File: config.mk
export PLATFORM = sky130hd
export DESIGN_NAME = cht_front
export DESIGN_NICKNAME = d
export VERILOG_FILES = /design/src/rtl/core/cht_pkg.sv /design/src/rtl/core/cht_front.sv
export SDC_FILE = /design/constraint.sdc
export NUM_CORES = 1
export LEC_CHECK = 0
export CAP_MARGIN = 20
export CORE_ASPECT_RATIO = 0.8
export CORE_MARGIN = 2
export CORE_UTILIZATION = 65
export CTS_CLUSTER_DIAMETER = 50
export DETAILED_ROUTE_END_ITERATION = 10
export DONT_BUFFER_PORTS = 1
export PLACE_DENSITY = 0.85
export SETUP_SLACK_MARGIN = 0.15
export SYNTH_ARGS = -nofsm -noshare
export SYNTH_HDL_FRONTEND = slang
export SYNTH_SLANG_ARGS = --single-unit
export TNS_END_PERCENT = 1
File: constraint.sdc
create_clock -name clock -period 4.62 [get_ports clock]
set_input_delay 0.693 -clock clock [delete_from_list [all_inputs] [get_ports clock]]
set_output_delay 0.693 -clock clock [all_outputs]
set_load 0.01 [all_outputs]
File: src/rtl/core/cht_pkg.sv
// Shared types and constants of the chained hash table.
`default_nettype none
package cht_pkg;
   localparam int unsigned CFG_W = 11;
   localparam int unsigned MAX_SLOTS = 1024;
   localparam int unsigned IDX_W = $clog2(MAX_SLOTS);
   localparam logic [31:0] HASH_MUL = 32'd37;

   typedef enum logic [1:0] {
      OP_INSERT = 2'd0,
      OP_LOOKUP = 2'd1,
      OP_CLEAR  = 2'd2,
      OP_READ   = 2'd3
   } op_type;

   typedef enum logic [1:0] {
      ST_OK   = 2'd0,
      ST_DUP  = 2'd1,
      ST_FULL = 2'd2
   } status_type;
endpackage
`default_nettype wire

File: src/rtl/core/cht_front.sv
// Front end: accepts words, hashes the key and reduces it to a bucket.
`default_nettype none
module cht_front #(
   parameter int unsigned IDX_W = 10
) (
   input  wire logic             clock,
   input  wire logic             reset,
   input  wire logic             in_valid,
   output logic                  in_ready,
   input  wire logic [1:0]       in_op,
   input  wire logic [31:0]      in_key,
   input  wire logic [31:0]      in_value,
   input  wire logic [IDX_W-1:0] in_slot,
   input  wire logic [IDX_W:0]   size,
   output logic                  out_valid,
   input  wire logic             out_ready,
   output logic [1:0]            out_op,
   output logic [31:0]           out_key,
   output logic [31:0]           out_value,
   output logic [IDX_W-1:0]      out_slot,
   output logic [IDX_W-1:0]      out_bucket
);
   // remainder by restoring subtraction, one bit a cycle
   logic              busy_ff, busy_in, done_ff, done_in;
   logic [5:0]        cnt_ff, cnt_in;
   logic [31:0]       hash_ff, hash_in;
   logic [IDX_W:0]    rem_ff, rem_in;
   logic [1:0]        op_ff;
   logic [31:0]       key_ff, val_ff;
   logic [IDX_W-1:0]  slot_ff;
   logic [IDX_W+1:0]  trial;

   assign in_ready  = !busy_ff && !done_ff;
   assign out_valid = done_ff;
   assign out_op    = op_ff;
   assign out_key   = key_ff;
   assign out_value = val_ff;
   assign out_slot  = slot_ff;
   assign out_bucket = rem_ff[IDX_W-1:0];
   assign trial = {rem_ff, hash_ff[31]} - {1'b0, size};

   always_comb begin
      busy_in = busy_ff;
      done_in = done_ff;
      cnt_in  = cnt_ff;
      hash_in = hash_ff;
      rem_in  = rem_ff;
      if (in_valid && in_ready) begin
         busy_in = 1'b1;
         cnt_in  = 6'd0;
         hash_in = in_key * cht_pkg::HASH_MUL;
         rem_in  = '0;
      end else if (busy_ff) begin
         hash_in = {hash_ff[30:0], 1'b0};
         if (!trial[IDX_W+1]) begin
            rem_in = trial[IDX_W:0];
         end else begin
            rem_in = {rem_ff[IDX_W-1:0], hash_ff[31]};
         end
         cnt_in = cnt_ff + 6'd1;
         if (cnt_ff == 6'd31) begin
            busy_in = 1'b0;
            done_in = 1'b1;
         end
      end else if (done_ff && out_ready) begin
         done_in = 1'b0;
      end
   end

   always_ff @(posedge clock) begin
      if (reset) begin
         busy_ff <= 1'b0;
         done_ff <= 1'b0;
      end else begin
         busy_ff <= busy_in;
         done_ff <= done_in;
      end
      cnt_ff  <= cnt_in;
      hash_ff <= hash_in;
      rem_ff  <= rem_in;
      if (in_valid && in_ready) begin
         op_ff   <= in_op;
         key_ff  <= in_key;
         val_ff  <= in_value;
         slot_ff <= in_slot;
      end
   end
endmodule
`default_nettype wire

==> results_dict.tcl <==
set metrics [dict create \
    netlist_area_um2 8360 \
    dp_hpwl_mm 13.2 \
    grt_util_all_layers 0.267 \
    grt_antenna_before_repair 0 \
    async_reset_ff_frac 0 \
    startpoint_type "primary input" \
    setup_tns_ns 0 \
    synth-xor-area-share 0.0335 \
    fin_cells 1004 \
    powerDensity_nw_per_um2 496 \
    yosys.area_share.simple 0.122 \
    synthFlopType "edfxtp_1" \
    drive_above_1_share 0.0531 \
    crit_path_end_kind "flip-flop" \
    synth_top_area_cell "edfxtp_1" \
    synth_top_family_by_area "adder cells" \
    drc 0 \
    cts_resized 0 \
    clock_latency_ns 0.42 \
    start_util 0.659 \
    clockPowerShare 0.321 \
    met2_usage 0.453 \
    fin_skew_ns 0.00545 \
    multi_input_area_um2 4050 \
    maxSlewViolCount 0 \
    timing.fmax_ghz 0.256 \
    cts_root_buf "clkbuf_16" \
    outcome "finished clean" \
    r2r_slack_ns 1.60 \
    ys_ff_latch 127 \
    setup_violations 0 \
    path_max_fanout 9 \
    ant_nets 0 \
    ys_warn_count 0 \
    ios 179 \
    diodes 0 \
    busiest_layer "met2" \
    fp-row-count 37 \
    muxShareOfSynthArea 0.00254 \
    fill_cells 888 \
    use_met3 0.0640 \
    yosysSeqAreaShare 0.433 \
    synth_compound_area_frac 0.117 \
    crit_path_end "hash_ff[31]" \
    fin_crit_ns 3.91 \
    maxCapViolCount 0 \
    clkSinkCount 127 \
    synth_top_area_frac 0.388 \
    clockBufferDepth 2 \
    area_growth_pct 8.86 \
    synthAdderAreaFrac 0.210 \
    netlist_instances 825 \
    cp-startpoint "in_key[6]" \
    h-tree-depth 4 \
    grt_pass1_vias 5973 \
    drtPass1Iterations 5 \
    switching_share 0.340 \
    synth_area_leaders "edfxtp_1 (39%), ha_1 (15%), fa_1 (6.5%)" \
    cts.hold.buffers_added 0 \
    p_leak_nw 4.02 \
    p_seq_frac 0.355 \
    combPwrFrac 0.324 \
    wl_mm 17.8 \
    crit_required_ns 4.78 \
    grt_pass1_wl_mm 28.7 \
    grt_max_degree 58 \
    drtIter0Drc 422 \
    routabilityCongestion 0.895 \
    placed_cells 972 \
    via_count 5995 \
    cp.arrival_ns 4.07 \
    viasPerCell 5.97 \
    timing.final.crit_share 0.846 \
    cts_tree "built" \
    syn_nets 1040 \
    rsz0062_at_grt "false" \
    use_met1 0.329 \
    core_um2 12700 \
    dieHeight_um 105 \
    slew_headroom 0.490 \
    r2r_cells 7 \
    p_sw_mw 1.54 \
    final_cell_area_um2 9100 \
    grt.overflow.total 0 \
    synth.distinct_cells 55 \
    die-area_um2 13800 \
    p_int_mw 2.98 \
    layout.nets 1031 \
    r2r_end "hash_ff[0]" \
    cts_buffers 17 \
    synth_edf_count 108 \
    synth.avg_cell_area_um2 10.1 \
    postCtsSetupBuffers 0 \
    wl_per_cell_um 17.7 \
    portBuffers 0 \
    cts.clk_slew.worst_paths_ns 0.06 \
    register_area_um2 3620 \
    rr_startpoint "busy_ff" \
    final_hold_viol_count 0 \
    path_class "in -> reg" \
    worst_slew_pin_slew_ns 0.762 \
    fp.dieW_um 131 \
    post_dp_cell_area_um2 8460 \
    ir_drop_v 0.000281 \
    min-delay-path-class "in -> reg" \
]
worst min path at each step:
stage | slack, ns | start | depth (start not counted) | endpoint
after floorplan | 0.45 | cnt_ff[1] | 2 | cnt_ff[1]
after global placement | 0.47 | cnt_ff[1] | 2 | cnt_ff[1]
after detailed placement | 0.48 | cnt_ff[1] | 2 | cnt_ff[1]
after CTS | 0.32 | reset | 1 | out_valid
after global routing | 0.32 | reset | 1 | out_valid
final | 0.33 | reset | 1 | out_valid
per-layer routing:
| layer | share of wire | wire length (µm) | up-vias |
|---|---|---|---|
| met5 | 0 | 0 | - |
| met4 | 0.016 | 289 | 0 |
| met3 | 0.060 | 1080 | 32 |
| li1 | - | - | 2837 |
| met2 | 0.50 | 8890 | 238 |
| met1 | 0.42 | 7550 | 2888 |
logic make-up after synthesis:
kind of cell             count (synthesis)
flip-flops                             127
buffers and inverters                  172
multiplexers                             2
AO/OA/AOI/OAI                          150
AND/OR/NAND/NOR                        218
adder cells (fa/ha/maj)                124
XOR/XNOR                                32
power groups by stage:
| stage | clock network (mW) | registers, mW | logic (mW) |
|---|---|---|---|
| after floorplan | 0 | 1.56 | 1.21 |
| after global placement | 0 | 1.61 | 1.35 |
| after detailed placement | 0 | 1.62 | 1.43 |
| after CTS | 1.47 | 1.60 | 1.45 |
| after global routing | 1.53 | 1.62 | 1.66 |
| final | 1.45 | 1.60 | 1.46 |
placed cells by master (no fill, tap or decap), drive strengths merged, types with 9 or more instances in the layout:
master / synthesis / layout
nand3: 28 / 28
inv: 139 / 140
a31oi: 10 / 10
nor3: 15 / 15
edfxtp: 108 / 108
a21oi: 40 / 40
ha: 97 / 97
clkbuf: 20 / 18
nand2b: 9 / 9
xor2: 12 / 12
fa: 27 / 27
dfxtp: 19 / 19
nor2: 35 / 35
nand4: 16 / 16
xnor2: 20 / 20
o21ai: 43 / 43
nand2: 86 / 86
worst max-delay path: stages:
cell      delay [ns]
ha_1            0.28
ha_1            0.27
inv_1           0.05
fa_1            0.53
inv_1           0.04
ha_1            0.38
a21o_1          0.21
a31oi_2         0.23
a21oi_2         0.12
o41ai_4         0.60
a211o_2         0.27
a211oi_1        0.07
or3_1           0.33
through the flow:
| stage | setup slack, ns | total power [mW] | hold WS [ns] | util |
|---|---|---|---|---|
| 6_report | 0.712 | 4.51 | 0.334 | 0.717 |
| 5_1_grt | 0.458 | 4.81 | 0.319 | 0.717 |
| 4_1_cts | 0.745 | 4.53 | 0.317 | 0.717 |
| 3_5_place_dp | 0.343 | 3.05 | 0.477 | 0.667 |
| 3_3_place_gp | 0.410 | 2.97 | 0.466 | 0.667 |
| 2_1_floorplan | 0.640 | 2.77 | 0.453 | - |
registers in the layout, summed over array words and instances, names as in the netlist:
name and cells:
out_slot 10, out_value 32, busy_ff 1, rem_ff 11
hash_ff 32, out_key 32, out_op 2, out_valid 1
cnt_ff 6
layout make-up:
type | instances | area share
Sequential cell | 127 | 0.398
Multi-Input combinational cell | 526 | 0.445
Clock buffer | 18 | 0.0472
Tap cell | 175 | 0.0241
Timing Repair Buffer | 5 | 0.00412
Inverter | 139 | 0.0576
Clock inverter | 14 | 0.0236
Yosys cell counts (all sizes together), types with 15 or more instances:
library cell,instances
nand2,86
nor2,35
o21ai,43
edfxtp,108
xnor2,20
dfxtp,19
clkbuf,20
fa,27
a21oi,40
nand4,16
nor3,15
nand3,28
inv,139
ha,97
Note: power is estimated with default switching activity, not from simulation.
