## src/rtl/core/cht_fifo.sv

```systemverilog
// Two-entry queue between front and back ends.
`default_nettype none
module cht_fifo #(
   parameter int unsigned W = 8
) (
   input  wire logic         clock,
   input  wire logic         reset,
   input  wire logic         in_valid,
   output logic              in_ready,
   input  wire logic [W-1:0] in_data,
   output logic              out_valid,
   input  wire logic         out_ready,
   output logic [W-1:0]      out_data
);
   logic [W-1:0] mem_ff [2];
   logic         wp_ff, rp_ff;
   logic [1:0]   cnt_ff;
   logic         push, pop;

   assign in_ready  = cnt_ff != 2'd2;
   assign out_valid = cnt_ff != 2'd0;
   assign out_data  = mem_ff[rp_ff];
   assign push = in_valid && in_ready;
   assign pop  = out_valid && out_ready;

   always_ff @(posedge clock) begin
      if (reset) begin
         wp_ff  <= 1'b0;
         rp_ff  <= 1'b0;
         cnt_ff <= 2'd0;
      end else begin
         if (push) wp_ff <= !wp_ff;
         if (pop) rp_ff <= !rp_ff;
         cnt_ff <= cnt_ff + {1'b0, push} - {1'b0, pop};
      end
      if (push) mem_ff[wp_ff] <= in_data;
   end
endmodule
`default_nettype wire

```

## config.mk

```make
export PLATFORM = sky130hd
export DESIGN_NAME = cht_fifo
export DESIGN_NICKNAME = d
export VERILOG_FILES = /design/src/rtl/core/cht_fifo.sv
export SDC_FILE = /design/constraint.sdc
export NUM_CORES = 1
export LEC_CHECK = 0
export BUFFER_PORTS_ARGS = -buffer_cell sky130_fd_sc_hd__buf_2
export CORE_MARGIN = 2
export CORE_UTILIZATION = 53
export CTS_CLUSTER_DIAMETER = 60
export DETAILED_ROUTE_END_ITERATION = 8
export MAX_ROUTING_LAYER = met4
export PLACE_DENSITY_LB_ADDON = 0.05
export SLEW_MARGIN = 5
export SYNTH_ARGS = -nofsm -noshare
export SYNTH_HDL_FRONTEND = slang
export SYNTH_SLANG_ARGS = --single-unit
```

## constraint.sdc

```tcl
create_clock -name clock -period 3.1 [get_ports clock]
set_clock_uncertainty 0.2 [all_clocks]
set_input_delay 0.62 -clock clock [delete_from_list [all_inputs] [get_ports clock]]
set_output_delay 0.62 -clock clock [all_outputs]
set_load 0.1 [all_outputs]
```

==> results of run 1 <==
==> state kept, by name, summed over array words and instances, names as in the netlist, named ones only <==
register and count:
cnt_ff 2, mem_ff 16, rp_ff 1, wp_ff 1
==> how the worst min path moves through the flow <==
stage / startpoint / end / slack (ns) / cells after the start
after floorplan: rp_ff / flop / 0.27 / 2
after global placement: rp_ff / rp_ff / 0.29 / 2
after detailed placement: rp_ff / flop / 0.30 / 2
after CTS: in_data[3] / mem_ff[1][3] / 0.30 / 1
after global routing: in_data[3] / mem_ff[1][3] / 0.29 / 1
final: in_data[3] / mem_ff[1][3] / 0.31 / 1
==> logic make-up (layout without fill, tap and decap cells) <==
group	Yosys count	after routing
flops	21	21
simple gates	15	15
mux	8	8
compound gates	6	6
buf+inv	2	26
fa+ha+maj	1	1
xor+xnor	1	1
==> metrics by stage <==
step | util [%] | worst slack [ns]
2_1_floorplan | - | 0.916
3_3_place_gp | 63.9 | 1.09
3_5_place_dp | 63.9 | 1.09
4_1_cts | 65.7 | 0.751
5_1_grt | 65.7 | 0.710
6_report | 65.7 | 0.784
==> critical path, stage by stage (launching register included) <==
cell and delay [ns]:
dfxtp_1 0.54, mux2_2 0.38, buf_2 0.29
==> metal layers <==
layer | part of all wire [%] | vias to the layer above | track usage, %
met3 | 3.8 | 0 | 3.75
met1 | 47 | 220 | 15.7
met2 | 49 | 11 | 22.6
li1 | - | 249 | -
met4 | 0 | 0 | 5.45
met5 | 0 | - | -
==> power by group <==
group / internal (mW) / leakage, nW / switching [mW] / total [mW]
Clock: 0.0499 / 0.0150 / 0.0725 / 0.122
Combinational: 0.0890 / 0.185 / 0.312 / 0.401
Sequential: 0.344 / 0.191 / 0.0279 / 0.372
==> synth_stat cells <==
cell and count:
a21bo_2 1, a21oi_1 1, and2b_1 1, and3_1 2, buf_2 1, dfxtp_1 5
edfxtp_1 16, ha_1 1, inv_1 1, mux2_2 8, nand2b_1 1, nand3_1 1
nand3b_1 1, nor2_1 4, nor2b_1 1, nor3_1 1, nor4_1 1, nor4bb_1 1
o21ai_0 2, o21ba_2 1, o31a_1 1, or2_2 1, xor2_1 1
==> area by class of cell <==
class                           count  area [um2]
Inverter                            1        3.75
Sequential cell                    21         581
Multi-Input combinational cell     31         243
Clock buffer                        4        26.3
Timing Repair Buffer               21         105
Fill cell                         112         510
Tap cell                           16        20.0
==> reports/qor.csv, run 1 <==
metric,value,unit
status,"finished, final reports clean",
min_period,2.32,ns
path_clk_slew,0.11,ns
max_slew.worst_pin.slew,0.485,ns
syn_area_per_cell,15.4,um2
initial_core_util,55.9,%
wl_per_cell,12.2,um
min_path_type,in2reg,
yosys.area_share.simple,10.5,%
min_period_over_period,74.7,%
drt_iter0_drc,8,
worstPathArrival,1.50,ns
numCtsBuffers,3,
gp_congestion,0.757,
grt_overflow,0,
crit_end,out_data[1],
synth_seq_cells,21,
drtPass1Iterations,3,
num_vias,480,
nNetsFinal,92,
holdWs,0.313,ns
synth_nets,67,
postCtsSetupRepairBufs,0,
worstPathMaxFanout,8,
synth.area.mux_share,10.8,%
ys_seq_area_share,69.8,%
setup_tns,0,ns
hold_buffers,0,
drive_gt1_share,44.9,%
final_hold_viol_count,0,
placedInstanceArea,952,um2
worstReg2RegStart,cnt_ff[1],
synth_top_area_cell,edfxtp_1,
synthesis.area,832,um2
netlist_instances,54,
cts_resized,0,
reg2regPathDepth,6,
cts-htree-levels,1,
area_delta_synth_final,17.6,%
powerDensity,915,mW/mm2
numPlacedInstances,90,
clockBufferDepth,2,
synth-compound-area-share,5.26,%
slew_headroom,67.9,%
grt_max_degree,12,
wl,1.15,mm
n_antenna_cell,0,
path_class,reg2out,
drv_slew,0,
fp.dieH,43.6,um
synth_top_family_by_area,multiplexers,
cts_num_sinks,21,
die-area,0.00190,mm2
worst_setup_path_end_kind,primary output,
regToRegEndpoint,cnt_ff[1],
setup_violations,0,
core_area,0.00149,mm2
yosysUniqueCellTypes,23,
rsz0062_at_grt,no,
cts_tree,yes,
grt_pass1_vias,449,
ys_top_cells_by_area,"edfxtp_1 (58%), dfxtp_1 (12%), mux2_2 (11%), nor2_1 (1.8%), and3_1 (1.5%)",
max_freq,432,MHz
grt_use_total,13.7,%
mostFrequentLayoutCell,buf_2,
max_cap_viol_count,0,
stdcell_area,978,um2
crit_required,2.28,ns
ir_worst_vdd,0.487,mV
via_per_inst,5.11,
p_leak,0.391,nW
drc,0,
rows,14,
instances_no_fill,94,
clk_latency,0.29,ns
grt_pass1_wl,1.79,mm
layout_common_cells,"buf_2 (21), edfxtp_1 (16), mux2_2 (8)",
ioPinCount,22,
clock-root-buffer,clkbuf_4,
yosysWarningCount,0,
synthXorXnorAreaFrac,1.05,%
hpwlAfterDp,855,um
io_buffers,21,
grt_antenna_before_repair,0,
die_w,43.6,um
ant_nets,0,
total_power,0.895,mW
start_kind,flop,
synth_top_area_share,57.7,%
r2r_setup_slack,1.44,ns
synthAdderAreaFrac,1.50,%
Power figures use the tool's default switching activity.
==> inputs of run 2 (changes only) <==
Settings changed: ABC_AREA set to 1, CORE_UTILIZATION 53 to 49.
Clock period 3.1 ns to 2.3 ns, I/O delays scaled along.
==> run 2 against run 1 <==
- worst setup slack worse by 0.67 ns
- critical endpoint is now out_data[2]
- area after synthesis is 0.75% higher
- register-to-register slack worse by 0.77 ns
- non-clock buffer count is 1 higher
- global-route usage is 0.93 points higher
- die area is 8.1% higher
- wire length is 5.4% higher
- core utilization is 2.1 points lower
- clock-buffer cell count stayed put
==> reports/qor.csv, run 2 <==
metric,value,unit
status,"finished, final reports clean",
cts_tree,yes,
clk_latency,0.29,ns
grt_overflow,0,
nNetsFinal,100,
path_class,reg2out,
wl,1.21,mm
synthesis.area,838,um2
core_area,0.00156,mm2
min_path_type,in2reg,
max_freq,457,MHz
worstReg2RegStart,cnt_ff[0],
cts_num_sinks,21,
die_w,45.4,um
synth_top_area_share,57.3,%
drtPass1Iterations,2,
min_period,2.19,ns
drive_gt1_share,45.3,%
n_antenna_cell,0,
syn_area_per_cell,13.7,um2
yosysUniqueCellTypes,16,
path_clk_slew,0.11,ns
yosysWarningCount,0,
ioPinCount,22,
hpwlAfterDp,879,um
grt_antenna_before_repair,0,
worstPathMaxFanout,8,
drc,0,
mostFrequentLayoutCell,buf_2,
io_buffers,21,
gp_congestion,0.765,
clockBufferDepth,2,
grt_use_total,14.6,%
rows,14,
synth_top_area_cell,edfxtp_1,
async_flop_share,0,%
drt_iter0_drc,4,
crit_end,out_data[2],
yosysMostFrequentCell,edfxtp_1,
reg2regPathDepth,5,
initial_core_util,53.8,%
layout_common_cells,"buf_2 (21), edfxtp_1 (16), inv_1 (8), mux2_2 (8)",
use_met1,16.4,%
synth_edf_count,16,
largest_reg_flops,16,
synth_ff_type,edfxtp_1,
via_per_inst,4.87,
grt_pass1_wl,2.01,mm
max_cap_viol_count,0,
nFillCells,134,
max_slew.worst_pin.slew,0.491,ns
slew_headroom,67.3,%
cts-htree-levels,1,
use_met2,24.0,%
grt_pass1_vias,511,
worst_setup_path_end_kind,primary output,
yosys-top-cells-count,"edfxtp_1 (16), inv_1 (8), mux2_2 (8)",
r2r_setup_slack,0.67,ns
drv_slew,0,
setup_tns,0,ns
hold_buffers,0,
fp.dieH,45.4,um
regToRegEndpoint,mem_ff[0][7],
area_delta_synth_final,18.4,%
grt_max_degree,12,
die-area,0.00206,mm2
ant_nets,0,
min_period_over_period,95.1,%
start_kind,flop,
worstPathArrival,1.53,ns
largest_register,mem_ff,
synth_seq_cells,21,
crit_required,1.64,ns
reg_top3,"mem_ff x16, cnt_ff x2",
rsz0062_at_grt,no,
final_hold_viol_count,0,
use_met3,2.80,%
ys_seq_area_share,69.3,%
ys_top_cells_by_area,"edfxtp_1 (57%), dfxtp_1 (12%), mux2_2 (11%), inv_1 (3.6%), nand2_1 (2.7%)",
cts_resized,0,
synth_nets,74,
grt_busiest_layer,met2,
setup_violations,0,
clock-root-buffer,clkbuf_4,
netlist_instances,61,
numCtsBuffers,3,
wl_per_cell,11.8,um
postCtsSetupRepairBufs,0,
num_vias,497,
==> run 2: cell count changes after synthesis, sizes merged, moves of 2 or more <==
cell / delta
nand2: +8
inv: +7
nor2: +5
and3: -2
o21ai: -2
==> run 2: cell families after synthesis <==
kind of cell	share of synthesized area [%]
XOR/XNOR	1.04
multiplexers	10.7
AND/OR/NAND/NOR	12.1
buffers and inverters	4.18
AO/OA/AOI/OAI	1.19
adder cells (fa/ha/maj)	1.49
flip-flops	69.3
==> run 2: how the worst min path moves through the flow <==
stage / cells past startpoint / endpoint / from / slack (ns)
2_1_floorplan: 2 / flop / rp_ff / 0.27
3_3_place_gp: 2 / rp_ff / rp_ff / 0.28
3_5_place_dp: 2 / flop / rp_ff / 0.29
4_1_cts: 1 / mem_ff[0][2] / in_data[2] / 0.14
5_1_grt: 1 / mem_ff[0][6] / in_data[6] / 0.13
6_report: 1 / mem_ff[0][2] / in_data[2] / 0.15
==> run 2: worst max-delay path, stage by stage (launching register included) <==
cell and delay, ns:
dfxtp_1 0.56, mux2_2 0.38, buf_2 0.29
==> run 2: cell type report <==
| class | count | area [um2] | area share, % |
|---|---|---|---|
| Sequential cell | 21 | 581 | 58.5 |
| Multi-Input combinational cell | 31 | 223 | 22.4 |
| Timing Repair Buffer | 22 | 113 | 11.3 |
| Inverter | 8 | 30.0 | 3.03 |
| Clock buffer | 4 | 26.3 | 2.65 |
| Tap cell | 16 | 20.0 | 2.02 |
==> run 2: layer usage <==
layer | vias up | share of wire [%]
met2 | 17 | 46
met1 | 219 | 47
met3 | 4 | 5.1
met4 | 0 | 2.0
met5 | - | 0
li1 | 257 | -
==> run 2: metrics by stage <==
step | area (um2) | utilization (%) | std cells | setup slack, ns | hold slack, ns
after floorplan | 838 | - | 61 | 0.392 | 0.267
after global placement | 966 | 62.0 | 98 | 0.445 | 0.282
after detailed placement | 966 | 62.0 | 98 | 0.442 | 0.290
after CTS | 992 | 63.6 | 102 | 0.0987 | 0.144
after global routing | 992 | 63.6 | 102 | 0.0525 | 0.133
final | 992 | 63.6 | 102 | 0.113 | 0.148
Power of run 2 is left out: the tool's default activity adds up to more than one toggle a clock period on the data nets, which glitch-free logic cannot reach.
==> inputs of run 3 (changes only) <==
Settings changed: PLACE_DENSITY set to 0.86, PLACE_DENSITY_LB_ADDON 0.05 to unset.
==> run 3 against run 2 <==
- wire length fell by 1.7%
- first-iteration DRC count down 100%
- clock-buffer cell count decreased by 1
- fmax up 0.73%
- via count grew 1.0%
- cell count is the same
- register-to-register slack gained 0.05 ns
- design area increased by 0.13%
- sequential cell count is the same
- critical path depth did not move
- hold slack gained 0.0032 ns
- die area unchanged
- critical path type unchanged
==> reports/qor.csv, run 3 (synthesized netlist as in run 2, its figures left out) <==
metric,value,unit
grt_overflow,0,
setup_tns,0,ns
max_freq,461,MHz
n_antenna_cell,0,
slowest_delay,0.54,ns
grt_busiest_layer,met2,
cts-htree-levels,1,
rsz0062_at_grt,no,
layout_common_cells,"buf_2 (21), edfxtp_1 (16), inv_1 (8), mux2_2 (8)",
reg_top3,"mem_ff x16, cnt_ff x2",
die_w,45.4,um
nFillCells,118,
num_vias,502,
drt_iter0_drc,0,
path_cells,mux2_2 > buf_2,
final_hold_viol_count,0,
wl,1.19,mm
rows,14,
fin_ws,0.129,ns
grt_use_total,14.3,%
multiInputGateArea,223,um2
pre_cts_ws,0.453,ns
min_path_type,in2reg,
min_period_over_period,94.4,%
hpwlAfterDp,936,um
numCtsBuffers,3,
wl_per_cell,11.6,um
cts_num_sinks,21,
worstPathArrival,1.51,ns
io_buffers,21,
grt_antenna_before_repair,0,
initial_core_util,53.8,%
worst_setup_path_end_kind,primary output,
drtPass1Iterations,1,
fin_util,63.7,%
die-area,0.00206,mm2
nNetsFinal,100,
grt_pass1_wl,1.96,mm
crit_required,1.64,ns
drv_slew,0,
largest_reg_flops,16,
max_cap_viol_count,0,
area_delta_synth_final,18.5,%
drive_gt1_share,46.5,%
core_area,0.00156,mm2
clock-root-buffer,clkbuf_4,
ioPinCount,22,
path_class,reg2out,
largest_register,mem_ff,
postCtsSetupRepairBufs,0,
cts_resized,0,
clockBufferDepth,2,
path_clk_slew,0.11,ns
grt_max_degree,13,
setup_violations,0,
critPathTopFamily,flip-flops,
drc,0,
use_met1,14.8,%
ant_nets,0,
crit_slowest_cell,dfxtp_1,
worst-path-buf-inv,1,
clk_latency,0.29,ns
seq_area,581,um2
max_slew.worst_pin.slew,0.486,ns
fp.dieH,45.4,um
cts_tree,yes,
hold_buffers,0,
gp_congestion,0.770,
use_met3,3.60,%
status,"finished, final reports clean",
grt_pass1_vias,492,
mostFrequentLayoutCell,buf_2,
slew_headroom,67.8,%
worstPathMaxFanout,8,
min_period,2.17,ns
start_kind,flop,
via_per_inst,4.92,
use_met2,25.7,%
[run 3: cell types whose count changed in the layout (fill, tap and decap cells not counted), sizes merged]
cell	before	now
clkinv	0	1
clkbuf	4	3
[run 3: final cells by class]
type	instances	area share [%]
flip-flops and latches	21	58.4
repair buffers	22	11.3
multi-input cells	31	22.4
clock buffers	3	2.27
inverters	8	3.02
clock inverters	1	0.504
well taps	16	2.02
[run 3: worst paths after layout]
kind         startpoint            to  slack [ns]  cells after the start
max                flop   out_data[7]        0.13                      2
min          in_data[2]  mem_ff[0][2]        0.15                      1
max reg2reg   cnt_ff[0]     cnt_ff[1]        0.72                     11
min reg2reg       rp_ff          flop        0.32                      2
[run 3: layer usage]
| layer | vias up | share of wire, % |
|---|---|---|
| li1 | 255 | - |
| met1 | 235 | 43 |
| met2 | 12 | 53 |
| met3 | 0 | 4.2 |
| met4 | 0 | 0 |
| met5 | - | 0 |
[run 3: worst reg2reg max path: stages (launching register included)]
cell and delay (ns):
dfxtp_1 0.39, inv_1 0.07, nand2_2 0.09, nand2_4 0.08
xnor2_1 0.13, ha_1 0.19, inv_1 0.05, nand2_1 0.04
nand2_1 0.08, nand3_1 0.07, nand2_1 0.06, nor2_1 0.03
[run 3: stage by stage]
stage / std cells / cell area [um2] / hold WS, ns
final: 102 / 993 / 0.151
after global placement: 98 / 966 / 0.280
after CTS: 102 / 993 / 0.141
after floorplan: 61 / 838 / 0.267
after global routing: 102 / 993 / 0.125
after detailed placement: 98 / 966 / 0.295
Power of run 3 is left out for the same reason.
